===== src/hdl/bpa_pkg.sv =====
// bpa_pkg: shared types and constants of the bitmap page allocator
`default_nettype none
package bpa_pkg;

   localparam int unsigned NUM_PAGES_DEFAULT = 1024;

   // field widths
   localparam int unsigned ADDR_BITS   = 32;
   localparam int unsigned CNT_BITS    = 11;
   localparam int unsigned SHIFT_BITS  = 5;
   localparam int unsigned STATUS_BITS = 2;
   localparam int unsigned CSR_IDX_BITS = 2;

   // bitmap word geometry
   localparam int unsigned WORD_BITS  = 32;
   localparam int unsigned WORD_LSB   = 5;
   localparam int unsigned WIDX_BITS  = CNT_BITS - WORD_LSB;
   localparam int unsigned RUN_BITS   = CNT_BITS + 1;
   localparam int unsigned LP_BITS    = WORD_LSB + 1;
   localparam int unsigned CNT_MAX    = (1 << CNT_BITS) - 1;

   // operation codes
   localparam logic OP_ALLOC = 1'b0;
   localparam logic OP_FREE  = 1'b1;

   // status codes
   localparam logic [STATUS_BITS-1:0] STATUS_OK     = 2'd0;
   localparam logic [STATUS_BITS-1:0] STATUS_NO_RUN = 2'd1;
   localparam logic [STATUS_BITS-1:0] STATUS_RANGE  = 2'd2;

   // register indexes
   localparam logic [CSR_IDX_BITS-1:0] CSR_BASE_ADDRESS = 2'd0;
   localparam logic [CSR_IDX_BITS-1:0] CSR_PAGE_SHIFT   = 2'd1;
   localparam logic [CSR_IDX_BITS-1:0] CSR_PAGES_IN_USE = 2'd2;

   // register reset values
   localparam logic [ADDR_BITS-1:0]  BASE_ADDRESS_RESET = 32'h0010_0000;
   localparam logic [SHIFT_BITS-1:0] PAGE_SHIFT_RESET   = 5'd12;
   localparam logic [CNT_BITS-1:0]   PAGES_IN_USE_RESET = 11'd1024;

   typedef struct packed {
      logic                  op;
      logic [CNT_BITS-1:0]   run_pages;
      logic [ADDR_BITS-1:0]  address;
   } req_word_type;

   typedef struct packed {
      logic [ADDR_BITS-1:0]   result_address;
      logic [STATUS_BITS-1:0] status;
   } rsp_word_type;

   typedef enum logic [3:0] {
      S_CLEAR,
      S_IDLE,
      S_ACHK,
      S_SCAN,
      S_AFIRST,
      S_FCHK,
      S_FRANGE,
      S_APPLY_RD,
      S_APPLY,
      S_DONE
   } bpa_state_type;

endpackage
`default_nettype wire


===== src/hdl/bitmap_page_allocator.sv =====
// bitmap_page_allocator: first-fit contiguous page allocator over a bitmap memory
`default_nettype none
// steps: alloc checks the count, scans bitmap words from word 0 (at most ceil(live pages / 32)),
//   then fixes the run start, reads the first word and marks one word per step; a zero or oversized
//   count or a scan with no run goes to done; free checks the range, then clears words the same way
// throughput: one word at a time, busy drops with the strobe so the next word can be
//   accepted at the edge that ends the strobe cycle; results are a one-cycle strobe
// reset: synchronous, then a clearing pass zeroes one memory word per cycle, busy until the last word
module bitmap_page_allocator
   import bpa_pkg::*;
#(
   parameter int unsigned NUM_PAGES = NUM_PAGES_DEFAULT
) (
   input  wire                       clock,
   input  wire                       reset,
   // request side
   input  wire                       start,
   output logic                      busy,
   input  wire req_word_type         req_word,
   // result side
   output logic                      rsp_valid,
   output rsp_word_type              rsp_word,
   // register port
   input  wire                       csr_we,
   input  wire [CSR_IDX_BITS-1:0]    csr_index,
   input  wire [ADDR_BITS-1:0]       csr_wdata
);

   // memory geometry follows the page count
   localparam int unsigned WORDS   = (NUM_PAGES + WORD_BITS - 1) / WORD_BITS;
   localparam int unsigned MADDR_W = (WORDS > 1) ? $clog2(WORDS) : 1;
   // reachable pages: the page count field caps what a request can touch
   localparam int unsigned CAP_INT = (NUM_PAGES > CNT_MAX) ? CNT_MAX : NUM_PAGES;
   localparam logic [CNT_BITS-1:0]  LIVE_CAP  = CNT_BITS'(CAP_INT);
   localparam logic [MADDR_W-1:0]   LAST_WORD = MADDR_W'(WORDS - 1);
   localparam logic [WORD_LSB-1:0]  TOP_BIT   = WORD_LSB'(WORD_BITS - 1);

   // configuration registers
   logic [ADDR_BITS-1:0]  base_ff;
   logic [SHIFT_BITS-1:0] shift_ff;
   logic [CNT_BITS-1:0]   piu_ff;

   // control
   bpa_state_type         state_ff, state_in;
   logic [MADDR_W-1:0]    clr_ff, clr_in;
   logic                  rsp_valid_ff, rsp_valid_in;

   // payload
   logic                  op_ff, op_in;
   logic [CNT_BITS-1:0]   cnt_ff, cnt_in;
   logic [ADDR_BITS-1:0]  addr_ff, addr_in;
   logic [ADDR_BITS-1:0]  off_ff, off_in;
   logic                  below_ff, below_in;
   logic [WIDX_BITS-1:0]  scan_w_ff, scan_w_in;
   logic [CNT_BITS-1:0]   run_ff, run_in;
   logic [CNT_BITS-1:0]   ap_s_ff, ap_s_in;
   logic [CNT_BITS-1:0]   ap_e_ff, ap_e_in;
   logic [WIDX_BITS-1:0]  ap_w_ff, ap_w_in;
   logic [STATUS_BITS-1:0] st_ff, st_in;
   rsp_word_type          rsp_word_ff, rsp_word_in;

   // bitmap memory
   logic [WORD_BITS-1:0]  mem [0:WORDS-1];
   logic [WORD_BITS-1:0]  rd_data_ff;
   logic [MADDR_W-1:0]    mem_ra;
   logic [MADDR_W-1:0]    mem_wa;
   logic [WORD_BITS-1:0]  mem_wd;
   logic                  mem_we;

   // decisions
   logic                  accept;
   logic [CNT_BITS-1:0]   limit;
   logic [CNT_BITS-1:0]   lim_m1;
   logic [WIDX_BITS-1:0]  last_w;
   logic                  achk_fail;
   logic                  free_bad;

   // scan datapath
   logic [WORD_BITS-1:0]  valid_mask;
   logic [WORD_BITS-1:0]  used_w;
   logic [LP_BITS-1:0]    lp [0:WORD_LSB][0:WORD_BITS-1];
   logic [RUN_BITS-1:0]   run_j [0:WORD_BITS-1];
   logic [WORD_BITS-1:0]  hit_v;
   logic [WORD_BITS-1:0]  hit_low;
   logic [WORD_LSB-1:0]   hit_idx;
   logic                  scan_hit;

   // apply datapath
   logic [WORD_LSB-1:0]   ap_lo;
   logic [WORD_LSB-1:0]   ap_hi;
   logic [WORD_BITS-1:0]  ap_mask;
   logic                  ap_last;

   assign accept    = start && !busy;
   assign busy      = (state_ff != S_IDLE);
   assign rsp_valid = rsp_valid_ff;
   assign rsp_word  = rsp_word_ff;

   // pages beyond the hardware act as absent
   assign limit     = (piu_ff > LIVE_CAP) ? LIVE_CAP : piu_ff;
   assign lim_m1    = limit - 1'b1;
   assign last_w    = lim_m1[CNT_BITS-1:WORD_LSB];
   assign achk_fail = (cnt_ff == '0) || (cnt_ff > limit);
   assign free_bad  = below_ff ||
                      ((33'(off_ff) + 33'(cnt_ff)) > 33'(limit));

   // ---------------------------------------------------------------
   // register port
   // ---------------------------------------------------------------
   always_ff @(posedge clock) begin
      if (reset) begin
         base_ff  <= BASE_ADDRESS_RESET;
         shift_ff <= PAGE_SHIFT_RESET;
         piu_ff   <= PAGES_IN_USE_RESET;
      end else if (csr_we) begin
         case (csr_index)
            CSR_BASE_ADDRESS: base_ff  <= csr_wdata;
            CSR_PAGE_SHIFT:   shift_ff <= csr_wdata[SHIFT_BITS-1:0];
            CSR_PAGES_IN_USE: piu_ff   <= csr_wdata[CNT_BITS-1:0];
            default: ;
         endcase
      end
   end

   // ---------------------------------------------------------------
   // bitmap memory, one read and one write port, registered read
   // ---------------------------------------------------------------
   always_ff @(posedge clock) begin
      if (mem_we) begin
         mem[mem_wa] <= mem_wd;
      end
      rd_data_ff <= mem[mem_ra];
   end

   // read address: the word the next cycle will look at
   always_comb begin
      case (state_ff)
         S_SCAN:     mem_ra = MADDR_W'(scan_w_ff + 1'b1);
         S_APPLY_RD: mem_ra = MADDR_W'(ap_s_ff[CNT_BITS-1:WORD_LSB]);
         S_APPLY:    mem_ra = MADDR_W'(ap_w_ff + 1'b1);
         default:    mem_ra = '0;
      endcase
   end

   // ---------------------------------------------------------------
   // scan of one bitmap word against the run carried in from below
   // ---------------------------------------------------------------
   // pages past the live limit count as used so no run crosses it
   assign valid_mask = (scan_w_ff == last_w) ?
                       ({WORD_BITS{1'b1}} >> (TOP_BIT - lim_m1[WORD_LSB-1:0])) :
                       {WORD_BITS{1'b1}};
   assign used_w     = rd_data_ff | ~valid_mask;

   always_comb begin
      // lp holds one plus the position of the highest used bit at or below j
      for (int j = 0; j < WORD_BITS; j++) begin
         lp[0][j] = used_w[j] ? LP_BITS'(j + 1) : '0;
      end
      // prefix max in log steps
      for (int s = 0; s < WORD_LSB; s++) begin
         for (int j = 0; j < WORD_BITS; j++) begin
            lp[s+1][j] = lp[s][j];
            if (j >= (1 << s)) begin
               if (lp[s][j - (1 << s)] > lp[s][j]) begin
                  lp[s+1][j] = lp[s][j - (1 << s)];
               end
            end
         end
      end
      // free run ending at each bit
      for (int j = 0; j < WORD_BITS; j++) begin
         if (lp[WORD_LSB][j] == '0) begin
            run_j[j] = RUN_BITS'(run_ff) + RUN_BITS'(j + 1);
         end else begin
            run_j[j] = RUN_BITS'(j + 1) - RUN_BITS'(lp[WORD_LSB][j]);
         end
         hit_v[j] = (run_j[j] >= RUN_BITS'(cnt_ff));
      end
   end

   assign hit_low  = hit_v & (~hit_v + 1'b1);
   assign scan_hit = (hit_v != '0);

   always_comb begin
      hit_idx = '0;
      for (int j = 0; j < WORD_BITS; j++) begin
         if (hit_low[j]) begin
            hit_idx = hit_idx | WORD_LSB'(j);
         end
      end
   end

   // ---------------------------------------------------------------
   // set or clear a page range, one word per cycle
   // ---------------------------------------------------------------
   assign ap_lo   = (ap_w_ff == ap_s_ff[CNT_BITS-1:WORD_LSB]) ?
                    ap_s_ff[WORD_LSB-1:0] : '0;
   assign ap_hi   = (ap_w_ff == ap_e_ff[CNT_BITS-1:WORD_LSB]) ?
                    ap_e_ff[WORD_LSB-1:0] : TOP_BIT;
   assign ap_mask = ({WORD_BITS{1'b1}} << ap_lo) &
                    ({WORD_BITS{1'b1}} >> (TOP_BIT - ap_hi));
   assign ap_last = (ap_w_ff == ap_e_ff[CNT_BITS-1:WORD_LSB]);

   always_comb begin
      mem_we = 1'b0;
      mem_wa = MADDR_W'(ap_w_ff);
      mem_wd = (op_ff == OP_ALLOC) ? (rd_data_ff | ap_mask) : (rd_data_ff & ~ap_mask);
      case (state_ff)
         S_CLEAR: begin
            mem_we = 1'b1;
            mem_wa = clr_ff;
            mem_wd = '0;
         end
         S_APPLY: begin
            mem_we = 1'b1;
         end
         default: ;
      endcase
   end

   // ---------------------------------------------------------------
   // sequencer: next state
   // ---------------------------------------------------------------
   always_comb begin
      state_in = state_ff;
      case (state_ff)
         S_CLEAR: begin
            if (clr_ff == LAST_WORD) state_in = S_IDLE;
         end
         S_IDLE: begin
            if (accept) begin
               state_in = (req_word.op == OP_ALLOC) ? S_ACHK : S_FCHK;
            end
         end
         S_ACHK: begin
            state_in = achk_fail ? S_DONE : S_SCAN;
         end
         S_SCAN: begin
            if (scan_hit)                  state_in = S_AFIRST;
            else if (scan_w_ff == last_w)  state_in = S_DONE;
         end
         S_AFIRST:   state_in = S_APPLY_RD;
         S_FCHK:     state_in = S_FRANGE;
         S_FRANGE: begin
            if (free_bad || cnt_ff == '0) state_in = S_DONE;
            else                          state_in = S_APPLY_RD;
         end
         S_APPLY_RD: state_in = S_APPLY;
         S_APPLY: begin
            if (ap_last) state_in = S_DONE;
         end
         S_DONE:     state_in = S_IDLE;
         default:    state_in = S_IDLE;
      endcase
   end

   // ---------------------------------------------------------------
   // sequencer: datapath updates
   // ---------------------------------------------------------------
   always_comb begin
      clr_in       = clr_ff;
      op_in        = op_ff;
      cnt_in       = cnt_ff;
      addr_in      = addr_ff;
      off_in       = off_ff;
      below_in     = below_ff;
      scan_w_in    = scan_w_ff;
      run_in       = run_ff;
      ap_s_in      = ap_s_ff;
      ap_e_in      = ap_e_ff;
      ap_w_in      = ap_w_ff;
      st_in        = st_ff;
      rsp_valid_in = 1'b0;
      rsp_word_in  = rsp_word_ff;
      case (state_ff)
         S_CLEAR: begin
            clr_in = clr_ff + 1'b1;
         end
         S_IDLE: begin
            if (accept) begin
               op_in   = req_word.op;
               cnt_in  = req_word.run_pages;
               addr_in = req_word.address;
               st_in   = STATUS_OK;
            end
         end
         S_ACHK: begin
            // word 0 is being read this cycle
            scan_w_in = '0;
            run_in    = '0;
            if (achk_fail) st_in = STATUS_NO_RUN;
         end
         S_SCAN: begin
            if (scan_hit) begin
               ap_e_in = {scan_w_ff, hit_idx};
            end else begin
               scan_w_in = scan_w_ff + 1'b1;
               run_in    = run_j[WORD_BITS-1][CNT_BITS-1:0];
               if (scan_w_ff == last_w) st_in = STATUS_NO_RUN;
            end
         end
         S_AFIRST: begin
            ap_s_in = ap_e_ff + 1'b1 - cnt_ff;
         end
         S_FCHK: begin
            below_in = (addr_ff < base_ff);
            off_in   = (addr_ff - base_ff) >> shift_ff;
         end
         S_FRANGE: begin
            // in range means off + count <= limit, so both ends fit the index width
            ap_s_in = off_ff[CNT_BITS-1:0];
            ap_e_in = off_ff[CNT_BITS-1:0] + cnt_ff - 1'b1;
            st_in   = free_bad ? STATUS_RANGE : STATUS_OK;
         end
         S_APPLY_RD: begin
            ap_w_in = ap_s_ff[CNT_BITS-1:WORD_LSB];
         end
         S_APPLY: begin
            ap_w_in = ap_w_ff + 1'b1;
         end
         S_DONE: begin
            rsp_valid_in        = 1'b1;
            rsp_word_in.status  = st_ff;
            if (op_ff == OP_ALLOC && st_ff == STATUS_OK) begin
               rsp_word_in.result_address = base_ff + (ADDR_BITS'(ap_s_ff) << shift_ff);
            end else begin
               rsp_word_in.result_address = '0;
            end
         end
         default: ;
      endcase
   end

   // control registers
   always_ff @(posedge clock) begin
      if (reset) begin
         state_ff     <= S_CLEAR;
         clr_ff       <= '0;
         rsp_valid_ff <= 1'b0;
      end else begin
         state_ff     <= state_in;
         clr_ff       <= clr_in;
         rsp_valid_ff <= rsp_valid_in;
      end
   end

   // payload registers
   always_ff @(posedge clock) begin
      op_ff       <= op_in;
      cnt_ff      <= cnt_in;
      addr_ff     <= addr_in;
      off_ff      <= off_in;
      below_ff    <= below_in;
      scan_w_ff   <= scan_w_in;
      run_ff      <= run_in;
      ap_s_ff     <= ap_s_in;
      ap_e_ff     <= ap_e_in;
      ap_w_ff     <= ap_w_in;
      st_ff       <= st_in;
      rsp_word_ff <= rsp_word_in;
   end

   // ---------------------------------------------------------------
   // checks
   // ---------------------------------------------------------------
   // a result strobe only follows the finishing step
   a_strobe_after_done: assert property (@(posedge clock) disable iff (reset)
      rsp_valid |-> $past(state_ff == S_DONE))
      else $error("result strobe without a finished item");

   // the range walk never passes its last word
   a_apply_in_range: assert property (@(posedge clock) disable iff (reset)
      (state_ff == S_APPLY) |-> (ap_w_ff <= ap_e_ff[CNT_BITS-1:WORD_LSB]))
      else $error("range walk ran past its end word");

   // a granted run ends inside the live pages
   a_grant_in_limit: assert property (@(posedge clock) disable iff (reset)
      (state_ff == S_DONE && op_ff == OP_ALLOC && st_ff == STATUS_OK)
         |-> (ap_e_ff < limit && ap_s_ff <= ap_e_ff))
      else $error("granted run leaves the live pages");

   // the scan only reads, the clearing pass always writes, and the block is busy in both
   a_no_write_in_scan: assert property (@(posedge clock) disable iff (reset)
      (state_ff == S_SCAN || state_ff == S_CLEAR) |-> (mem_we == (state_ff == S_CLEAR)) && busy)
      else $error("bitmap written during scan or block idle during clear");

endmodule
`default_nettype wire


===== config.mk =====
export PLATFORM = sky130hd
export DESIGN_NAME = bitmap_page_allocator
export DESIGN_NICKNAME = d
export VERILOG_FILES = /design/src/hdl/bpa_pkg.sv /design/src/hdl/bitmap_page_allocator.sv
export SDC_FILE = /design/constraint.sdc
export NUM_CORES = 2
export LEC_CHECK = 0
export ABC_AREA = 1
export BUFFER_PORTS_ARGS = -buffer_cell sky130_fd_sc_hd__buf_4
export CORE_UTILIZATION = 35
export CTS_CLUSTER_DIAMETER = 30
export CTS_CLUSTER_SIZE = 30
export DETAILED_ROUTE_END_ITERATION = 12
export PLACE_DENSITY = 0.46
export SYNTH_ARGS = -nofsm -noshare
export SYNTH_HDL_FRONTEND = slang
export SYNTH_SLANG_ARGS = --single-unit

===== constraint.sdc =====
create_clock -name clock -period 11.91 [get_ports clock]
set_clock_uncertainty 0.05 [all_clocks]
set_input_delay 2.382 -clock clock [delete_from_list [all_inputs] [get_ports clock]]
set_output_delay 2.382 -clock clock [all_outputs]
set_load 0.01 [all_outputs]

; Word level (Yosys, flattened, before mapping)
; Memories as Yosys holds them, arrays and structs flattened. A register that Yosys moved wholly into a read port is not among the register bits.
; Index checks and enable logic that the tools add are counted.
[classes]
addsub = 78
n_lt_le_gt_ge = 165
eq_ne = 24
shift = 5
n_mux = 297
bitwise_logic = 9
n_reduce_logical = 61
[ops]
columns = operator, count
row1 = $mux 6, 98
row2 = $gt 6x6->1, 94
row3 = $ge 12x11->1, 32
row4 = $mux 12, 32
row5 = $mux 32, 12
row6 = $mux 5, 56
row7 = $add 11x5->12 const B, 16
row8 = $logic_not 6->1, 32
row9 = $mux 4, 38
row10 = $mux 11, 12
row11 = $sub 5x6->7 const A, 16
row12 = $add 11x4->12 const B, 8
row13 = $and 32x32->32, 3
row14 = $not 32->32, 3
row15 = $gt 5x5->1, 15
row16 = $pmux 11 s2, 3
row17 = $or 32x32->32, 2
row18 = $shr 32x5->32 const A, 2
row19 = $sub 4x6->7 const A, 8
row20 = $add 11x3->12 const B, 4
row21 = $mux 3, 16
row22 = $pmux 4 s9, 1
row23 = $mux 2, 17
row24 = $add 32x11->33, 1
row25 = other kinds (62), 118
[word_totals]
register_bits = 216
ramBits = 1024
out_inout_bits = 36
wordCells = 659
memories = 1
[memory_table]
columns = memory, depth, width, rd, rd_ports_with_merged_regs, wr, line_no
row1 = mem, 32, 32, 1, 1, 1, bitmap_page_allocator.sv:63  ; logic [WORD_BITS-1:0] mem [0:WORDS-1];

; Longest topological paths before layout
[logic_depth]
word_depth = 59
depth_mapped = 89

; Worst setup path before layout
; No wires, ideal clock.
[synth_path]
kind = flip-flop to flip-flop
from = reg piu_ff[3]
to = reg run_ff[0], enable pin
arrival_time_ns = 10.584
setup_slack_ns = 0.880
path_stages_with_launch = 80
path_buffers = 0
period_less_slack_ns = 11.030
path_cell_list = dfxtp_1 > nor2_1 > nand3_1 > o21bai_4 > nand2_1 > ha_1 > nand2_2 > nor2_4 > nand3_2 > clkinv_2 > nand2_1 > nand2_1 > nand3_1 > nand3_2 > nor2_8 > nand2_8 > inv_4 > nand2_1 > [... 44 more ...] > inv_1 > o21ai_0 > ha_1 > inv_1 > a21boi_0 > o21ai_0 > nand2_1 > a21oi_1 > o221ai_1 > nand3_1 > nand2_1 > a211oi_1 > nand2_1 > nor2_1 > nand3_2 > nor2_4 > nor2_2 > a21oi_1
[synth_via]
elab_chain_len = 25
word_cells_on_any_way = 430
[synth_lines]
columns = item, line_no
row1 = "start, declared", bitmap_page_allocator.sv:41  ; logic [CNT_BITS-1:0] piu_ff;
row2 = "start signal, assigned", bitmap_page_allocator.sv:119  ; CSR_PAGES_IN_USE: piu_ff <= csr_wdata[CNT_BITS-1:0];
row3 = $gt 11x11->1, bitmap_page_allocator.sv:100  ; assign limit = (piu_ff > LIVE_CAP) ? LIVE_CAP : piu_ff;
row4 = $mux 11 (*), bitmap_page_allocator.sv:100
row5 = $sub 11x1->11 (*), bitmap_page_allocator.sv:101  ; assign lim_m1 = limit - 1'b1;
row6 = $sub 5x5->5, bitmap_page_allocator.sv:150  ; ({WORD_BITS{1'b1}} >> (TOP_BIT - lim_m1[WORD_LSB-1:0])) :
row7 = $shr 32x5->32, bitmap_page_allocator.sv:150
row8 = $mux 32 (*), bitmap_page_allocator.sv:149  ; assign valid_mask = (scan_w_ff == last_w) ?
row9 = $not 32->32 (*), bitmap_page_allocator.sv:152  ; assign used_w = rd_data_ff | ~valid_mask;
row10 = $or 32x32->32 (*), bitmap_page_allocator.sv:152
row11 = [... 9 more ...], -
row12 = $gt 6x6->1 or $gt 1x6->1 (tied branches), bitmap_page_allocator.sv:164  ; if (lp[s][j - (1 << s)] > lp[s][j]) begin
row13 = $mux 6, bitmap_page_allocator.sv:164
row14 = $sub 6x6->7 (tied with other cells), bitmap_page_allocator.sv:175  ; run_j[j] = RUN_BITS'(j + 1) - RUN_BITS'(lp[WORD_LSB][j]);
row15 = $mux 12, bitmap_page_allocator.sv:172  ; if (lp[WORD_LSB][j] == '0) begin
row16 = $ge 12x11->1, bitmap_page_allocator.sv:177  ; hit_v[j] = (run_j[j] >= RUN_BITS'(cnt_ff));
row17 = $reduce_bool 32->1 (*), bitmap_page_allocator.sv:182  ; assign scan_hit = (hit_v != '0);
row18 = $ne 2x2->1 (no source line) (*), -
row19 = $reduce_and 2->1 (no source line) (*), -
row20 = "end signal, assigned", bitmap_page_allocator.sv:355  ; run_ff <= run_in;
row21 = "end, declared", bitmap_page_allocator.sv:55  ; logic [CNT_BITS-1:0] run_ff, run_in;
; Every way passes the cells marked *; elsewhere a longest branch is shown, timed or not.
; A chain may end at the register's enable or synchronous reset.

; Final worst setup path
[layout_path]
from = reg piu_ff[8]
to = reg run_ff[2], enable pin
; The elaborated chain is that of the path after synthesis.

==> results.md <==
* Outcome: finished, final reports clean
* Final hold viol count at 0
* Layout fillers at 24.0k
* Die W at 497 um
* Post-synth EDFFs at 1182
* Initial Util at 35.2%
* Rel. slew slack at 10.9%
* Detailed placement HPWL at 223 mm
* Initial antenna violation count at 9
* Worst-Skew Late Latency at 0.84 ns
* Crit Path Class: flip-flop to flip-flop
* Most used DFF post-synth: edfxtp_1
* Synth Area per Inst at 8.92 um^2
* Final Net Count at 10.9k
* Leakage power at 43.4 nW
* Proportion of synthesized area in mux cells at 3.15%
* Router iterations before antenna repair at 5
* # hold bufs at CTS at 0
* Max H-tree Level at 5
* CTS tree: built
* Worst Path Required at 12.37 ns
* Crit share post-route at 93.8%
* Post-route ant nets at 0
* Synthesized Nets at 10.6k
* Clk slew on worst S/H paths at 0.04 ns
* P&R area growth vs syn at 19.9%
* Most common cell after layout, fill and taps aside: nand2_1
* Worst slack, placed at 0.0269 ns
* Post-DR vias/cell at 5.38
* Placer Congestion at 0.978
* Drt initial violations at 6014
* CTS sink cnt at 1272
* DRC violations left at 0
* Area contributors post-synth: edfxtp_1, ha_1, nand2_1
* Adder-cell area share of the yosys netlist at 12.3%
* Root buffer cell: clkbuf_16
* Placed Area at 0.0921 mm^2
* Worst VDD drop at 0.166 mV
* Startpoint Class: flip-flop
* Register area share after synthesis at 43.4%
* Min Tclk post-route at 11.17 ns
* Synth Warn # at 0
* Die footprint at 0.247 mm^2
* Global Route Usage Sum at 25.0%
* Design area at 0.103 mm^2
* Reg area at 0.0373 mm^2
* Mapped Cells at 9630
* Crit path launch: piu_ff[8]
* P per Cell Area at 217 mW/mm^2
* Vias in the first global route at 68.9k
* Mapped cell area at 0.0859 mm^2
* Compound-Gate Fraction of Synth Area at 15.9%
* Vias after detailed routing at 72.5k
* Critical Path End: run_ff[2]
* Die Y at 497 um
* Largest family of logic cells by synthesized area: compound AO/OA/AOI/OAI gates
* Core Footprint at 0.244 mm^2
* CP endpoint kind: flip-flop
* Non-Filler Instances at 13.5k
* WP data arrival at 11.64 ns
* Post-synth top area cell: edfxtp_1
* # rows at 181
* Placed Cells at 12.9k
* Netlist cell types at 75
* # setup viols final at 0
* DR WL/cell at 23.7 um
* Area share of and/or/nand/nor cells after synthesis at 15.4%
* Reg2reg path depth at 55
* Clock buffer depth at 4
* # IOs at 118
* Crit path max-delay cell type: ha_1
* Most frequent cells in the layout: nand2_1, inv_1, edfxtp_1
* Min-delay worst type: flip-flop to flip-flop
* Max incr delay on CP at 0.61 ns
* Final wirelength at 319 mm
* Least-Margin Pin Slew at 1.32 ns
* Max cap viols at 0
* Ratio of cells with drive above 1 in the final layout at 13.0%
* Max-slew violation count at 0
* RR Startpoint: piu_ff[8]
* Final Worst Setup Slack at 0.735 ns
* Synth async-reset ratio at 0%
* First-pass GRT wire length at 464 mm
* TritonCTS Buffers at 301
* Pin count of the biggest net entering global routing at 147
* IO buf count at 117
* Yosys reg bits at 1272
* Synth top area share at 41.3%
* Reg2reg end: run_ff[2]
* Remaining global-route overflow at 0
* Peak Freq at 0.0895 GHz
* Reg2reg setup slack at 0.74 ns
* Multi-input logic area at 0.0433 mm^2
* Post-Synth XOR/XNOR Area at 2.39%
* Cell mode on critical path: nand2_1
* Crit-path max FO at 9
==> sequential cells by signal, summed over array words and instances (netlist names) <==
register	cells
addr_ff	32
ap_e_ff	11
ap_s_ff	11
ap_w_ff	6
base_ff	32
below_ff	1
clr_ff	5
cnt_ff	11
mem	1024
off_ff	32
op_ff	1
piu_ff	11
rd_data_ff	32
rsp_valid	1
rsp_word	34
run_ff	11
scan_w_ff	6
shift_ff	5
st_ff	2
state_ff	4
==> how the worst min path moves through the flow <==
stage                           start     endpoint  cells past startpoint
after floorplan              st_ff[0]  rsp_word[0]                      0
after global placement      clr_ff[3]    clr_ff[3]                      2
after detailed placement  base_ff[13]  base_ff[13]                      2
after CTS                 base_ff[17]  base_ff[17]                      2
after global routing      base_ff[13]  base_ff[13]                      2
final                       clr_ff[2]    clr_ff[2]                      2
==> per-stage QoR <==
step / total power [mW] / TNS, ns / hold slack, ns / utilization (%)
final: 22.3 / 0 / 0.448 / 42.3
after global placement: 13.5 / 0 / 0.438 / 37.8
after global routing: 23.9 / -1.17 / 0.474 / 42.2
after CTS: 21.8 / 0 / 0.453 / 41.8
after detailed placement: 13.7 / 0 / 0.440 / 37.8
after floorplan: 11.2 / 0 / 0.377 / -
==> synth_stat cells (all sizes together), types with 7 or more instances <==
cell / instances
nand2: 1712
a21oi: 549
inv: 1345
and2: 10
o22ai: 18
o221ai: 44
a32oi: 10
o211ai: 539
or2: 31
a221oi: 13
mux2i: 270
buf: 63
nor3: 61
edfxtp: 1182
a21o: 7
xor2: 202
xnor2: 32
o21a: 31
nand4: 123
dfxtp: 90
o31ai: 12
a31oi: 87
a21boi: 38
nor4: 13
nand3b: 15
clkbuf: 275
nor2: 738
and3: 11
o21bai: 30
ha: 833
o21ai: 801
clkinv: 16
nand3: 348
a211oi: 42
==> what timing repair did <==
item | 4_1_cts | 5_1_grt
pin swaps | 0 | 34
buffers inserted | 0 | 30
cloned | 0 | 1
gates resized for setup | 1 | 225
setup endpoints to repair | 19 | 39
endpoints found under the hold margin | 0 | 0
==> where the power goes <==
group | total, mW | internal (mW) | switching, mW
sequential | 4.93 | 4.91 | 0.0265
clock | 7.93 | 5.44 | 2.49
combinational | 9.45 | 3.37 | 6.07
total | 22.3 | 13.7 | 8.59
==> routing by layer <==
metal	wire length, um	up-vias	global-route usage [%]
met5	0	-	0
met1	147000	35202	34.8
met2	144000	2197	40.0
met3	16400	488	2.89
met4	11400	0	8.78
li1	-	34619	-
==> final cells by class <==
class,count,area share (%)
clock buffer,367,7.76
multi-input combinational,6659,42.1
tap,3202,3.89
clock inverter,169,1.78
timing repair buffer,427,3.25
inverter,1361,4.98
sequential,1272,36.2
antenna,8,0.0194
==> worst max-delay path, delay by kind of cell (launching register included) <==
kind	cells	cell delay [ns]
AOI/OAI and AO/OA	19	3.90
and+or+nand+nor	20	3.06
adders and majority gates	5	1.68
buffers and inverters	10	1.48
xor gates and xnor gates	1	0.34
DFF	1	0.32
==> kinds of logic after synthesis <==
group | after synthesis
mux | 270
xor+xnor | 234
fa+ha+maj | 838
buf+inv | 1699
compound gates | 2249
flops | 1272
simple gates | 3068
(Power assumes the default switching activity.)
